--- config.mk ---
export PLATFORM = sky130hd
export DESIGN_NAME = nmea_gga_field_extractor
export DESIGN_NICKNAME = d
export VERILOG_FILES = /design/src/hdl/nmeagga_pkg.sv /design/src/hdl/nmeagga_core.sv /design/src/hdl/nmea_gga_field_extractor.sv
export SDC_FILE = /design/constraint.sdc
export NUM_CORES = 1
export LEC_CHECK = 0
export CAP_MARGIN = 20
export CORE_MARGIN = 2
export CORE_UTILIZATION = 25
export CTS_BUF_LIST = sky130_fd_sc_hd__clkbuf_2
export CTS_CLUSTER_SIZE = 8
export DETAILED_ROUTE_END_ITERATION = 8
export DONT_BUFFER_PORTS = 1
export SLEW_MARGIN = 20
export SYNTH_ARGS = -nofsm -noshare
export SYNTH_HDL_FRONTEND = slang
export SYNTH_HIERARCHICAL = 1
export SYNTH_SLANG_ARGS = --single-unit
--- constraint.sdc ---
create_clock -name i_clk -period 5.4 [get_ports i_clk]
set_input_delay 0.54 -clock i_clk [delete_from_list [all_inputs] [get_ports i_clk]]
set_output_delay 0.54 -clock i_clk [all_outputs]
set_load 0.02 [all_outputs]
--- src/hdl/nmeagga_pkg.sv ---
// Shared types for the GGA sentence field extractor.
// Field codes and the per-byte result record; no dependencies.
package nmeagga_pkg;

    typedef enum logic [3:0] {
        F_NONE = 4'd0,
        F_TIME = 4'd1,
        F_LAT  = 4'd2,
        F_LATH = 4'd3,
        F_LON  = 4'd4,
        F_LONH = 4'd5,
        F_FIX  = 4'd6,
        F_ALT  = 4'd7,
        F_ALTU = 4'd8
    } t_field;

    typedef struct packed {
        t_field             field_code;
        logic [7:0]         char_out;
        logic [3:0]         char_index;
        logic               field_closed;
        logic               sentence_done;
        logic               sync_lost;
        logic               fix_ok;
        logic signed [31:0] latitude;
        logic signed [31:0] longitude;
        logic signed [31:0] altitude;
        logic [7:0]         lat_hemisphere;
        logic [7:0]         lon_hemisphere;
    } t_result;

endpackage

--- src/hdl/nmeagga_core.sv ---
// Parser state and per-byte decode for the GGA sentence field extractor.
// Depends on nmeagga_pkg for t_field and t_result.
module nmeagga_core #(
    parameter int FIELD_LEN = 16
) (
    input  logic                  i_clk,
    input  logic                  i_rst_n,
    input  logic                  i_adv,
    input  logic [7:0]            i_byte,
    output nmeagga_pkg::t_result  o_res
);
    import nmeagga_pkg::*;

    localparam int CW = (FIELD_LEN > 2) ? $clog2(FIELD_LEN) : 1;
    localparam int TMPL_LEN = 28;
    localparam logic [4:0] HDR_END = 5'd6;
    localparam logic [8*TMPL_LEN-1:0] TMPL = "$GPGGA,t,l,L,o,O,s,i,i,a,A,E";
    localparam logic [30:0] VAL_MAX = '1;
    localparam logic [CW-1:0] CNT_LIM = CW'(FIELD_LEN - 1);

    function automatic logic [7:0] tmpl_char(input logic [5:0] pos);
        logic [7:0] c;
        c = 8'd0;
        if (int'(pos) < TMPL_LEN) begin
            c = TMPL[8*(TMPL_LEN-1-int'(pos)) +: 8];
        end
        return c;
    endfunction

    function automatic t_field letter_code(input logic [7:0] l);
        t_field f;
        case (l)
            "t":     f = F_TIME;
            "l":     f = F_LAT;
            "L":     f = F_LATH;
            "o":     f = F_LON;
            "O":     f = F_LONH;
            "s":     f = F_FIX;
            "a":     f = F_ALT;
            "A":     f = F_ALTU;
            default: f = F_NONE;
        endcase
        return f;
    endfunction

    logic [4:0]    r_pos,   n_pos;
    logic [CW-1:0] r_cnt,   n_cnt;
    t_field        r_field, n_field;
    logic [30:0]   r_acc,   n_acc;
    logic [7:0]    r_fix,   n_fix;
    logic [30:0]   r_lat,   n_lat;
    logic [30:0]   r_lon,   n_lon;
    logic [30:0]   r_alt,   n_alt;
    logic [7:0]    r_lath,  n_lath;
    logic [7:0]    r_lonh,  n_lonh;

    logic [5:0]  nxt;
    logic [5:0]  jump;
    logic [3:0]  digit;
    logic [34:0] prod;
    logic        is_digit;
    logic        ok;
    t_result     res;

    assign nxt      = {1'b0, r_pos} + 6'd1;
    assign jump     = nxt + 6'd1;
    assign is_digit = (i_byte >= "0") && (i_byte <= "9");
    assign digit    = 4'(i_byte - "0");
    assign prod     = ({4'd0, r_acc} << 3) + ({4'd0, r_acc} << 1) + {31'd0, digit};

    always_comb begin
        n_pos   = r_pos;
        n_cnt   = r_cnt;
        n_field = r_field;
        n_acc   = r_acc;
        n_fix   = r_fix;
        n_lat   = r_lat;
        n_lon   = r_lon;
        n_alt   = r_alt;
        n_lath  = r_lath;
        n_lonh  = r_lonh;
        res     = '0;

        if (r_pos <= HDR_END) begin
            if (i_byte != tmpl_char({1'b0, r_pos})) begin
                res.sync_lost = (r_pos != 5'd0);
                n_pos   = 5'd0;
                n_cnt   = '0;
                n_field = F_NONE;
                n_acc   = '0;
            end else if (r_pos < HDR_END) begin
                n_pos = r_pos + 5'd1;
            end else begin
                n_pos   = HDR_END + 5'd1;
                n_cnt   = '0;
                n_acc   = '0;
                n_field = F_TIME;
            end
        end else if (i_byte == ",") begin
            if ((int'(jump) < TMPL_LEN) && (tmpl_char(nxt) == ",")) begin
                res.field_closed = (r_field != F_NONE);
                case (r_field)
                    F_LAT:   n_lat = r_acc;
                    F_LON:   n_lon = r_acc;
                    F_ALT:   n_alt = r_acc;
                    default: ;
                endcase
                n_cnt = '0;
                n_acc = '0;
                if (tmpl_char(jump) == "E") begin
                    res.sentence_done = 1'b1;
                    n_pos   = 5'd0;
                    n_field = F_NONE;
                end else begin
                    n_pos   = jump[4:0];
                    n_field = letter_code(tmpl_char(jump));
                end
            end else begin
                res.sync_lost = 1'b1;
                n_pos   = 5'd0;
                n_cnt   = '0;
                n_field = F_NONE;
                n_acc   = '0;
            end
        end else if ((r_field != F_NONE) && (r_cnt < CNT_LIM)) begin
            res.field_code = r_field;
            res.char_out   = i_byte;
            res.char_index = 4'(r_cnt);
            if (r_field inside {F_LAT, F_LON, F_ALT}) begin
                if (is_digit) begin
                    n_acc = (prod > {4'd0, VAL_MAX}) ? VAL_MAX : prod[30:0];
                end
            end else if (r_cnt == '0) begin
                case (r_field)
                    F_LATH:  n_lath = i_byte;
                    F_LONH:  n_lonh = i_byte;
                    F_FIX:   n_fix  = i_byte;
                    default: ;
                endcase
            end
            n_cnt = r_cnt + CW'(1);
        end

        ok = (n_fix >= "1") && (n_fix <= "5");
        res.fix_ok         = ok;
        res.latitude       = ok ? {1'b0, n_lat} : '1;
        res.longitude      = ok ? {1'b0, n_lon} : '1;
        res.altitude       = ok ? {1'b0, n_alt} : '1;
        res.lat_hemisphere = n_lath;
        res.lon_hemisphere = n_lonh;
    end

    assign o_res = res;

    always_ff @(posedge i_clk) begin
        if (!i_rst_n) begin
            r_pos   <= 5'd0;
            r_cnt   <= '0;
            r_field <= F_NONE;
            r_acc   <= '0;
            r_fix   <= 8'd0;
            r_lat   <= '0;
            r_lon   <= '0;
            r_alt   <= '0;
            r_lath  <= 8'd0;
            r_lonh  <= 8'd0;
        end else if (i_adv) begin
            r_pos   <= n_pos;
            r_cnt   <= n_cnt;
            r_field <= n_field;
            r_acc   <= n_acc;
            r_fix   <= n_fix;
            r_lat   <= n_lat;
            r_lon   <= n_lon;
            r_alt   <= n_alt;
            r_lath  <= n_lath;
            r_lonh  <= n_lonh;
        end
    end

    a_done_rearms: assert property (@(posedge i_clk) disable iff (!i_rst_n)
        (i_adv && res.sentence_done) |=> (r_pos == 5'd0 && r_field == F_NONE))
        else $error("parser not rearmed after sentence end");

    a_lost_rearms: assert property (@(posedge i_clk) disable iff (!i_rst_n)
        (i_adv && res.sync_lost) |=> (r_pos == 5'd0))
        else $error("parser not back at start after sync loss");

    a_pos_on_letter: assert property (@(posedge i_clk) disable iff (!i_rst_n)
        (r_pos > HDR_END) |-> (r_pos[0] && r_pos <= 5'd25))
        else $error("template position off a field letter");

    a_cnt_bound: assert property (@(posedge i_clk) disable iff (!i_rst_n)
        r_cnt <= CNT_LIM)
        else $error("field byte count past limit");

    a_event_excl: assert property (@(posedge i_clk) disable iff (!i_rst_n)
        (res.field_code != F_NONE) |-> !(res.field_closed || res.sync_lost
                                         || res.sentence_done))
        else $error("tagged byte also flagged as separator event");

endmodule

--- src/hdl/nmea_gga_field_extractor.sv ---
// Top level of the GGA sentence field extractor: stream ports and result register.
// Depends on nmeagga_pkg and nmeagga_core.
//
// Takes one ASCII byte per request and returns one result per byte, tagged with
// the GGA field it belongs to, along with the committed latitude, longitude and
// altitude digit strings as saturating integers (-1 without a valid fix) and the
// stored hemisphere characters. Throughput is one byte per clock while the output
// register is empty or the consumer is ready; each result is registered as its byte
// is taken and shows on the output from the next cycle, held in a single register.
// The per-byte cost is one template compare and one multiply-by-ten accumulate.
// tlast marks the comma that completes the sentence.
module nmea_gga_field_extractor #(
    parameter int FIELD_LEN = 16
) (
    input  logic         i_clk,
    input  logic         i_rst_n,
    input  logic         i_s_axis_tvalid,
    output logic         o_s_axis_tready,
    input  logic [7:0]   i_s_axis_tdata,   // [7:0] byte_in
    output logic         o_m_axis_tvalid,
    input  logic         i_m_axis_tready,
    // [7:0] char_out, [11:8] char_index, [12] field_closed, [13] sync_lost,
    // [14] fix_ok, [46:15] latitude, [78:47] longitude, [110:79] altitude,
    // [118:111] lat_hemisphere, [126:119] lon_hemisphere, [127] zero
    output logic [127:0] o_m_axis_tdata,
    output logic [3:0]   o_m_axis_tuser,   // [3:0] field_code
    output logic         o_m_axis_tlast    // sentence_done
);
    import nmeagga_pkg::*;

    logic    accept;
    t_result core_res;
    logic    r_valid;
    t_result r_res;

    assign o_s_axis_tready = !r_valid || i_m_axis_tready;
    assign accept          = i_s_axis_tvalid && o_s_axis_tready;

    nmeagga_core #(
        .FIELD_LEN(FIELD_LEN)
    ) u_core (
        .i_clk   (i_clk),
        .i_rst_n (i_rst_n),
        .i_adv   (accept),
        .i_byte  (i_s_axis_tdata),
        .o_res   (core_res)
    );

    always_ff @(posedge i_clk) begin
        if (!i_rst_n) begin
            r_valid <= 1'b0;
        end else if (o_s_axis_tready) begin
            r_valid <= i_s_axis_tvalid;
        end
    end

    always_ff @(posedge i_clk) begin
        if (accept) begin
            r_res <= core_res;
        end
    end

    assign o_m_axis_tvalid = r_valid;
    assign o_m_axis_tuser  = r_res.field_code;
    assign o_m_axis_tlast  = r_res.sentence_done;
    assign o_m_axis_tdata  = {1'b0,
                              r_res.lon_hemisphere,
                              r_res.lat_hemisphere,
                              r_res.altitude,
                              r_res.longitude,
                              r_res.latitude,
                              r_res.fix_ok,
                              r_res.sync_lost,
                              r_res.field_closed,
                              r_res.char_index,
                              r_res.char_out};

endmodule
== Word level (Yosys, flattened, before mapping) ==
Index checks and enable logic that the tools add are counted.
Word-level totals
  register bits: 294
  output and inout bits: 135
Operators by class
  $add $sub $neg: 10
  $lt $le $gt $ge: 11
  eq/ne operators: 19
  shift-type cells: 3
  muxes and demuxes: 77
  bitwise gates (word level): 3
  reductions and logical operators: 21
Operator list (count)
  224-bit by 32-bit indexed part select with 8-bit output (first input constant): 3
  31-bit 2-to-1 mux: 20
  8-bit 2-to-1 mux: 31
  32-bit 2-to-1 mux: 3
  8-bit by 7-bit == test with 1-bit output (second input constant): 9
  4-bit 2-to-1 mux: 11
  34-bit by 32-bit adder with 35-bit output: 1
  35-bit by 4-bit adder with 35-bit output: 1
  35-bit by 31-bit > comparator with 1-bit output (second input constant): 1
  4-bit case mux with 8 select lines: 1
  5-bit 2-to-1 mux: 6
  4-bit by 3-bit == test with 1-bit output (second input constant): 4
  8-bit by 6-bit == test with 1-bit output (second input constant): 2
  8-bit by 6-bit greater-or-equal comparator with 1-bit output (second input constant): 2
  8-bit by 6-bit less-or-equal comparator with 1-bit output (second input constant): 2
  5-bit by 6-bit subtractor with 7-bit output (first input constant): 2
  6-bit by 5-bit < comparator with 1-bit output (second input constant): 2
  3-bit nonzero test: 4
  4-bit by 2-bit == test with 1-bit output (second input constant): 2
  8-bit inequality test: 1
  5-bit by 1-bit adder with 6-bit output (second input constant): 1
  6-bit by 1-bit adder with 6-bit output (second input constant): 1
  3-bit AND reduction: 2
  3-bit OR reduction: 2
  other kinds (20): 30

== Depth between registers and ports, before layout ==
  depth in word-level cells: 22
  mapped depth: 19
  depth with buffers taken out: 15

== By module ==
The synthesis kept the hierarchy.
By module, submodules not included
  nmeagga_core: instances 1, cells an instance 1568, area each 11732.5 um^2, sequential area each 3223.1 um^2
  nmea_gga_field_extractor: instances 1, cells an instance 139, area each 4032.6 um^2, sequential area each 3983.8 um^2

== Worst setup path before layout ==
No wires, ideal clock.
  path kind: input -> register
  start: input i_s_axis_tdata[3]
  end: register u_core.r_acc[0]
  library setup time: 60 ps
  arrival time: 3907 ps
  data required time: 5340 ps
  slack: 1433 ps
  stages: 15
  path buffers: 2
  cells stage by stage: clkbuf_1 inv_1 fa_1 inv_1 ha_1 a211oi_1 o21bai_1 o211ai_1 a21oi_1 o211ai_1 nand2_1 or2_2 a41oi_1 clkbuf_1 a221o_1
On the way
  word-level cells in the longest chain between the ends: 9
Ends and longest elaborated chain
  start: declaration: RTL line nmea_gga_field_extractor.sv:19  | input logic [7:0] i_s_axis_tdata,
  4-bit by 1-bit subtractor with 4-bit output: RTL line nmeagga_core.sv:68  | assign digit = 4'(i_byte - "0");
  35-bit by 4-bit adder with 35-bit output: RTL line nmeagga_core.sv:69  | assign prod = ({4'd0, r_acc} << 3) + ({4'd0, r_acc} << 1) + {31'd0, digit};
  35-bit by 31-bit > comparator with 1-bit output: RTL line nmeagga_core.sv:131  | n_acc = (prod > {4'd0, VAL_MAX}) ? VAL_MAX : prod[30:0];
  31-bit 2-to-1 mux: RTL line nmeagga_core.sv:131
  31-bit 2-to-1 mux: RTL line nmeagga_core.sv:130  | if (is_digit) begin
  31-bit 2-to-1 mux: RTL line nmeagga_core.sv:129  | if (r_field inside {F_LAT, F_LON, F_ALT}) begin
  31-bit 2-to-1 mux: RTL line nmeagga_core.sv:125  | end else if ((r_field != F_NONE) && (r_cnt < CNT_LIM)) begin
  31-bit 2-to-1 mux: RTL line nmeagga_core.sv:99  | end else if (i_byte == ",") begin
  31-bit 2-to-1 mux: RTL line nmeagga_core.sv:84  | if (r_pos <= HDR_END) begin
  end signal: assignment: RTL line nmeagga_core.sv:171  | r_acc <= n_acc;
  end: declaration: RTL line nmeagga_core.sv:49  | logic [30:0] r_acc, n_acc;
Several ways; a longest one is shown, not always the timed one. The select of a mux whose other input is x is not followed.
A chain may end at the register's enable or synchronous reset.

== Final worst setup path ==
  start: register u_core.r_pos[1]
  end: register u_core.r_pos[3]
On the way
  word-level cells in the longest chain between the ends: 13
Ends and longest elaborated chain
  start: declaration: RTL line nmeagga_core.sv:46  | logic [4:0] r_pos, n_pos;
  start signal: assignment: RTL line nmeagga_core.sv:168  | r_pos <= n_pos;
  5-bit by 1-bit adder with 6-bit output: RTL line nmeagga_core.sv:65  | assign nxt = {1'b0, r_pos} + 6'd1;
  6-bit by 1-bit adder with 6-bit output: RTL line nmeagga_core.sv:66  | assign jump = nxt + 6'd1;
  5-bit by 6-bit subtractor with 7-bit output: RTL line nmeagga_core.sv:25  | c = TMPL[8*(TMPL_LEN-1-int'(pos)) +: 8];
  224-bit by 32-bit indexed part select with 8-bit output: RTL line nmeagga_core.sv:25
  8-bit 2-to-1 mux: RTL line nmeagga_core.sv:24  | if (int'(pos) < TMPL_LEN) begin
  8-bit 2-to-1 mux: RTL line nmeagga_core.sv:100  | if ((int'(jump) < TMPL_LEN) && (tmpl_char(nxt) == ",")) begin
  8-bit 2-to-1 mux: RTL line nmeagga_core.sv:99
  8-bit 2-to-1 mux: RTL line nmeagga_core.sv:84
  8-bit by 7-bit == test with 1-bit output: RTL line nmeagga_core.sv:110  | if (tmpl_char(jump) == "E") begin
  5-bit 2-to-1 mux: RTL line nmeagga_core.sv:110
  5-bit 2-to-1 mux: RTL line nmeagga_core.sv:100
  5-bit 2-to-1 mux: RTL line nmeagga_core.sv:99
  5-bit 2-to-1 mux: RTL line nmeagga_core.sv:84
Several ways; a longest one is shown, not always the timed one. The select of a mux whose other input is x is not followed.

==> run summary <==
The via count of the routed design came out at roughly 13000. Data on the critical path is required at its endpoint by 6.45 ns. The met2 track demand over resource is between 20 and 25%. The slew of the pin with the lowest slew margin came out at 0.903 ns.

Global routing finished with a remaining overflow of 0. The post-cts sizing count came out at 0. The growth of design area from synthesis to finish is 10.7%. The residual DRC count is 0.

Synthesis handed over a netlist of 1707 instances. The path type of the worst setup path is reg2reg. The top-area cell type share of the netlist area is 25.1%.

The iteration count of the initial detailed-routing pass came out at 6. After layout, the worst path uses 92.8% of the clock period. The worst hold path begins at i_s_axis_tdata[0]. The estimated wirelength of the detail-placed design came out at around 30 mm. Along the worst hold path, the cell count comes to 4. The cell type with the highest aggregate area in the netlist is edfxtp_1. The overall routed net length is roughly 45 mm.

In this run the standard cell core region covers 62700 µm². The fmax came out at 0.199 GHz. The number of global-route vias before repair is approximately 12000. STA classifies the critical path endpoint as a flop. The floorplan step defined a die boundary enclosing 65100 µm².

The critical path's most frequent cell is ha_1. The warning count from the yosys run is 6. The average wire length per cell after detail routing came out at 17.2 µm. The number of vias per cell after detailed routing came out at 4.88. The net count after synthesis is 1793. In this run the critical register-to-register path is launched from u_core/r_pos[1]. The number of core rows came out at 92. In this run, CTS created clock tree buffers numbering a little over 80. Counting flops with an async set or reset pin after synthesis yields a share of 0%. The worst register-to-register path has a depth of 13. By count the netlist is led by nand2_1, dfxtp_1, edfxtp_1, nand3_1, a21boi_1.

Hold repair after CTS inserted 16 buffers. The number of violations of the max-capacitance limit is 0. The met3 track demand over resource is 3.93%. The number of input and output port buffers inserted came out at 0. Yosys attributes the largest share of cell area to edfxtp_1, dfxtp_1, nand2_1. The routability congestion estimate is 0.866. The fraction of layout instances using a drive strength above 1 is between 10% and 20%. Entering global routing, the biggest net connects 130 pins. Traced cell by cell, the critical path runs through ha_1 -> xnor2_2 -> o21ai_0 -> xnor2_1 -> ha_1 -> xnor3_1 -> mux2i_1 -> o21a_1 -> nor2_1 -> o31a_1 -> nand3_1 -> a21boi_0 -> dlygate4sd3_1. The clock passes through at most 3 buffers.

Dividing total power by cell area gives a power density of 247 nW/µm². The number of pins exceeding their max-slew limit in the final report is 0. In this run, synthesis produced a sequential element count of 294. The CTS H-tree depth came out at 3. The layer flagged by global routing as most heavily used is met2. The starting density of the core is roughly a quarter. Global routing used 13.8% of the available tracks. The number of synthesized flops with an enable pin is 132. The path class of the tightest hold or removal check is in2reg. The initial antenna violation count was 4. The slack of the worst reg-to-reg path is 0.39 ns. The chip height is 255 µm.

The minimum clock period came out at 5.01 ns. The total count of hold-check failures in the final report is 0. The data arrival at the endpoint of the critical path came out at 6.07 ns. The initial DRC count is 1162.

The total of endpoints with negative setup slack in the final report is 0. Summing the sequential cell areas from Yosys gives 45.7% of the chip area. The wire length of the first global-routing pass came out at 70.2 mm.

The cell area that synthesis handed to floorplanning was 15800 µm². The number of clock sinks is between 200 and 300. The synthesized area per cell came out at 9.24 µm². The worst hold margin is 0.121 ns. The worst hold path terminates at o_m_axis_tdata[13]. The static power due to leakage came out at 5.92 nW. The total chip power is between 4 and 5 mW. The met1 usage in global routing is 17.6%.

147 I/O pins were placed. The worst setup path is launched from a flop. The slowest stage of the critical path belongs to the cell dfxtp_1. The insertion delay to the later sink of the worst-skew pair is 1.10 ns.

The endpoint identified for the worst register-to-register timing path is u_core/r_pos[3]. TritonCTS built the clock tree. The maximum fanout along the worst path is 21. The clock slew seen by the registers of the worst setup and hold paths came out at around 0.13 ns. The setup TNS came out at 0 ns.

Among all flip-flop cells after synthesis, the most frequent one is dfxtp_1. In this run the post-CTS setup repair buffer count came out at 0. The number of nets at the end of the flow came out at 1796. For this run, the slowest stage of the critical path takes slightly below 0.8 ns.

Setup repair after global routing left no endpoint under its margin. Clock tree synthesis selected as its root buffer the cell clkbuf_2. The floorplan step set the die width to approximately 260 µm. The count of antenna-violating nets left after detailed routing is 0. The flow ran to the end, and the final reports show no timing, DRC or antenna violations. The most frequently used cell type in the post-synthesis netlist is nand2_1.

The number of distinct library cell variants in the gate-level netlist after synthesis came out at 94. The worst-case clock skew came out at 0.157 ns. The worst supply voltage drop on vdd came out at approximately 0.097 mV. The worst-case headroom to the max-slew limit came out at 39.6%.
==> state kept, by name (all words and copies together) (netlist names) <==
signal / cells
o_m_axis_tuser: 4
o_m_axis_tvalid: 1
o_m_axis_tdata: 127
u_core/r_acc: 31
u_core/r_lon: 31
u_core/r_lat: 31
u_core/r_lonh: 8
u_core/r_fix: 8
u_core/r_lath: 8
u_core/r_field: 4
o_m_axis_tlast: 1
u_core/r_pos: 5
u_core/r_cnt: 4
u_core/r_alt: 31
==> cell usage in the layout (no fill, tap or decap), types with 26 or more instances in the layout <==
cell type and instances:
nor2b_1 37, dfxtp_1 162, inv_1 35, o21ai_0 41, nand3_1 112, edfxtp_1 132, ha_1 72, nor2_1 57
clkbuf_2 130, mux2i_1 26, a21boi_1 85, a221o_1 31, a21oi_1 54, nand2_1 413
==> metal layers <==
layer	routed length, µm	vias up
met5	13	-
met4	833	2
met3	3670	68
met2	20900	458
met1	19700	6174
li1	-	6108
==> worst max-delay path: cells and delay by family, from the launching register on <==
family / cells / cell delay (ns)
fa+ha+maj: 2 / 0.90
compound gates: 4 / 0.94
buf+inv: 1 / 0.57
mux: 1 / 0.17
flops: 1 / 0.78
xor+xnor: 3 / 1.22
simple gates: 2 / 0.40
==> how the worst max path moves through the flow <==
stage / start / endpoint / slack (ns) / cells past startpoint
final: u_core/r_pos[1] / u_core/r_pos[3] / 0.39 / 13
after global routing: u_core/r_pos[1] / u_core/r_pos[3] / 0.09 / 14
after CTS: u_core/r_pos[1] / u_core/r_pos[3] / 0.50 / 14
after detailed placement: u_core/r_pos[1] / u_core/r_lat[18] / 0.83 / 15
after global placement: u_core/r_pos[1] / u_core/r_lat[13] / 0.95 / 15
after floorplan: i_s_axis_tdata[3] / u_core/r_acc[0] / 1.43 / 15
==> cell type report <==
type	count	area, µm²
flip-flops and latches	294	7210
repair buffers	40	395
clock inverters	24	131
multi-input cells	1256	7870
diodes	2	5.00
inverters	35	131
well taps	846	1060
clock buffers	130	651
fillers	6642	45300
==> metrics by stage <==
| step | utilization (%) | cells | area (µm²) | setup slack (ns) |
|---|---|---|---|---|
| 2_1_floorplan | - | 1707 | 15800 | 1.43 |
| 3_3_place_gp | 26.3 | 2455 | 16500 | 0.947 |
| 3_5_place_dp | 26.3 | 2455 | 16500 | 0.826 |
| 4_1_cts | 27.8 | 2625 | 17400 | 0.504 |
| 5_1_grt | 27.8 | 2627 | 17400 | 0.0862 |
| 6_report | 27.8 | 2627 | 17400 | 0.387 |
==> cells by family after synthesis <==
group | count (synthesis) | share of synthesized area (%)
multiplexers | 44 | 2.94
AND/OR/NAND/NOR | 755 | 22.2
flip-flops | 294 | 45.7
AO/OA/AOI/OAI | 342 | 15.9
other | 1 | 0.0238
adder cells (fa/ha/maj) | 74 | 5.97
buffers and inverters | 157 | 4.65
XOR/XNOR | 40 | 2.63
==> power by group <==
part	leakage (nW)	switching, mW	internal (mW)
Combinational	3.02	0.169	0.0919
Clock	0.605	1.02	0.656
Sequential	2.30	0.0328	2.34
(Power assumes the default switching activity.)
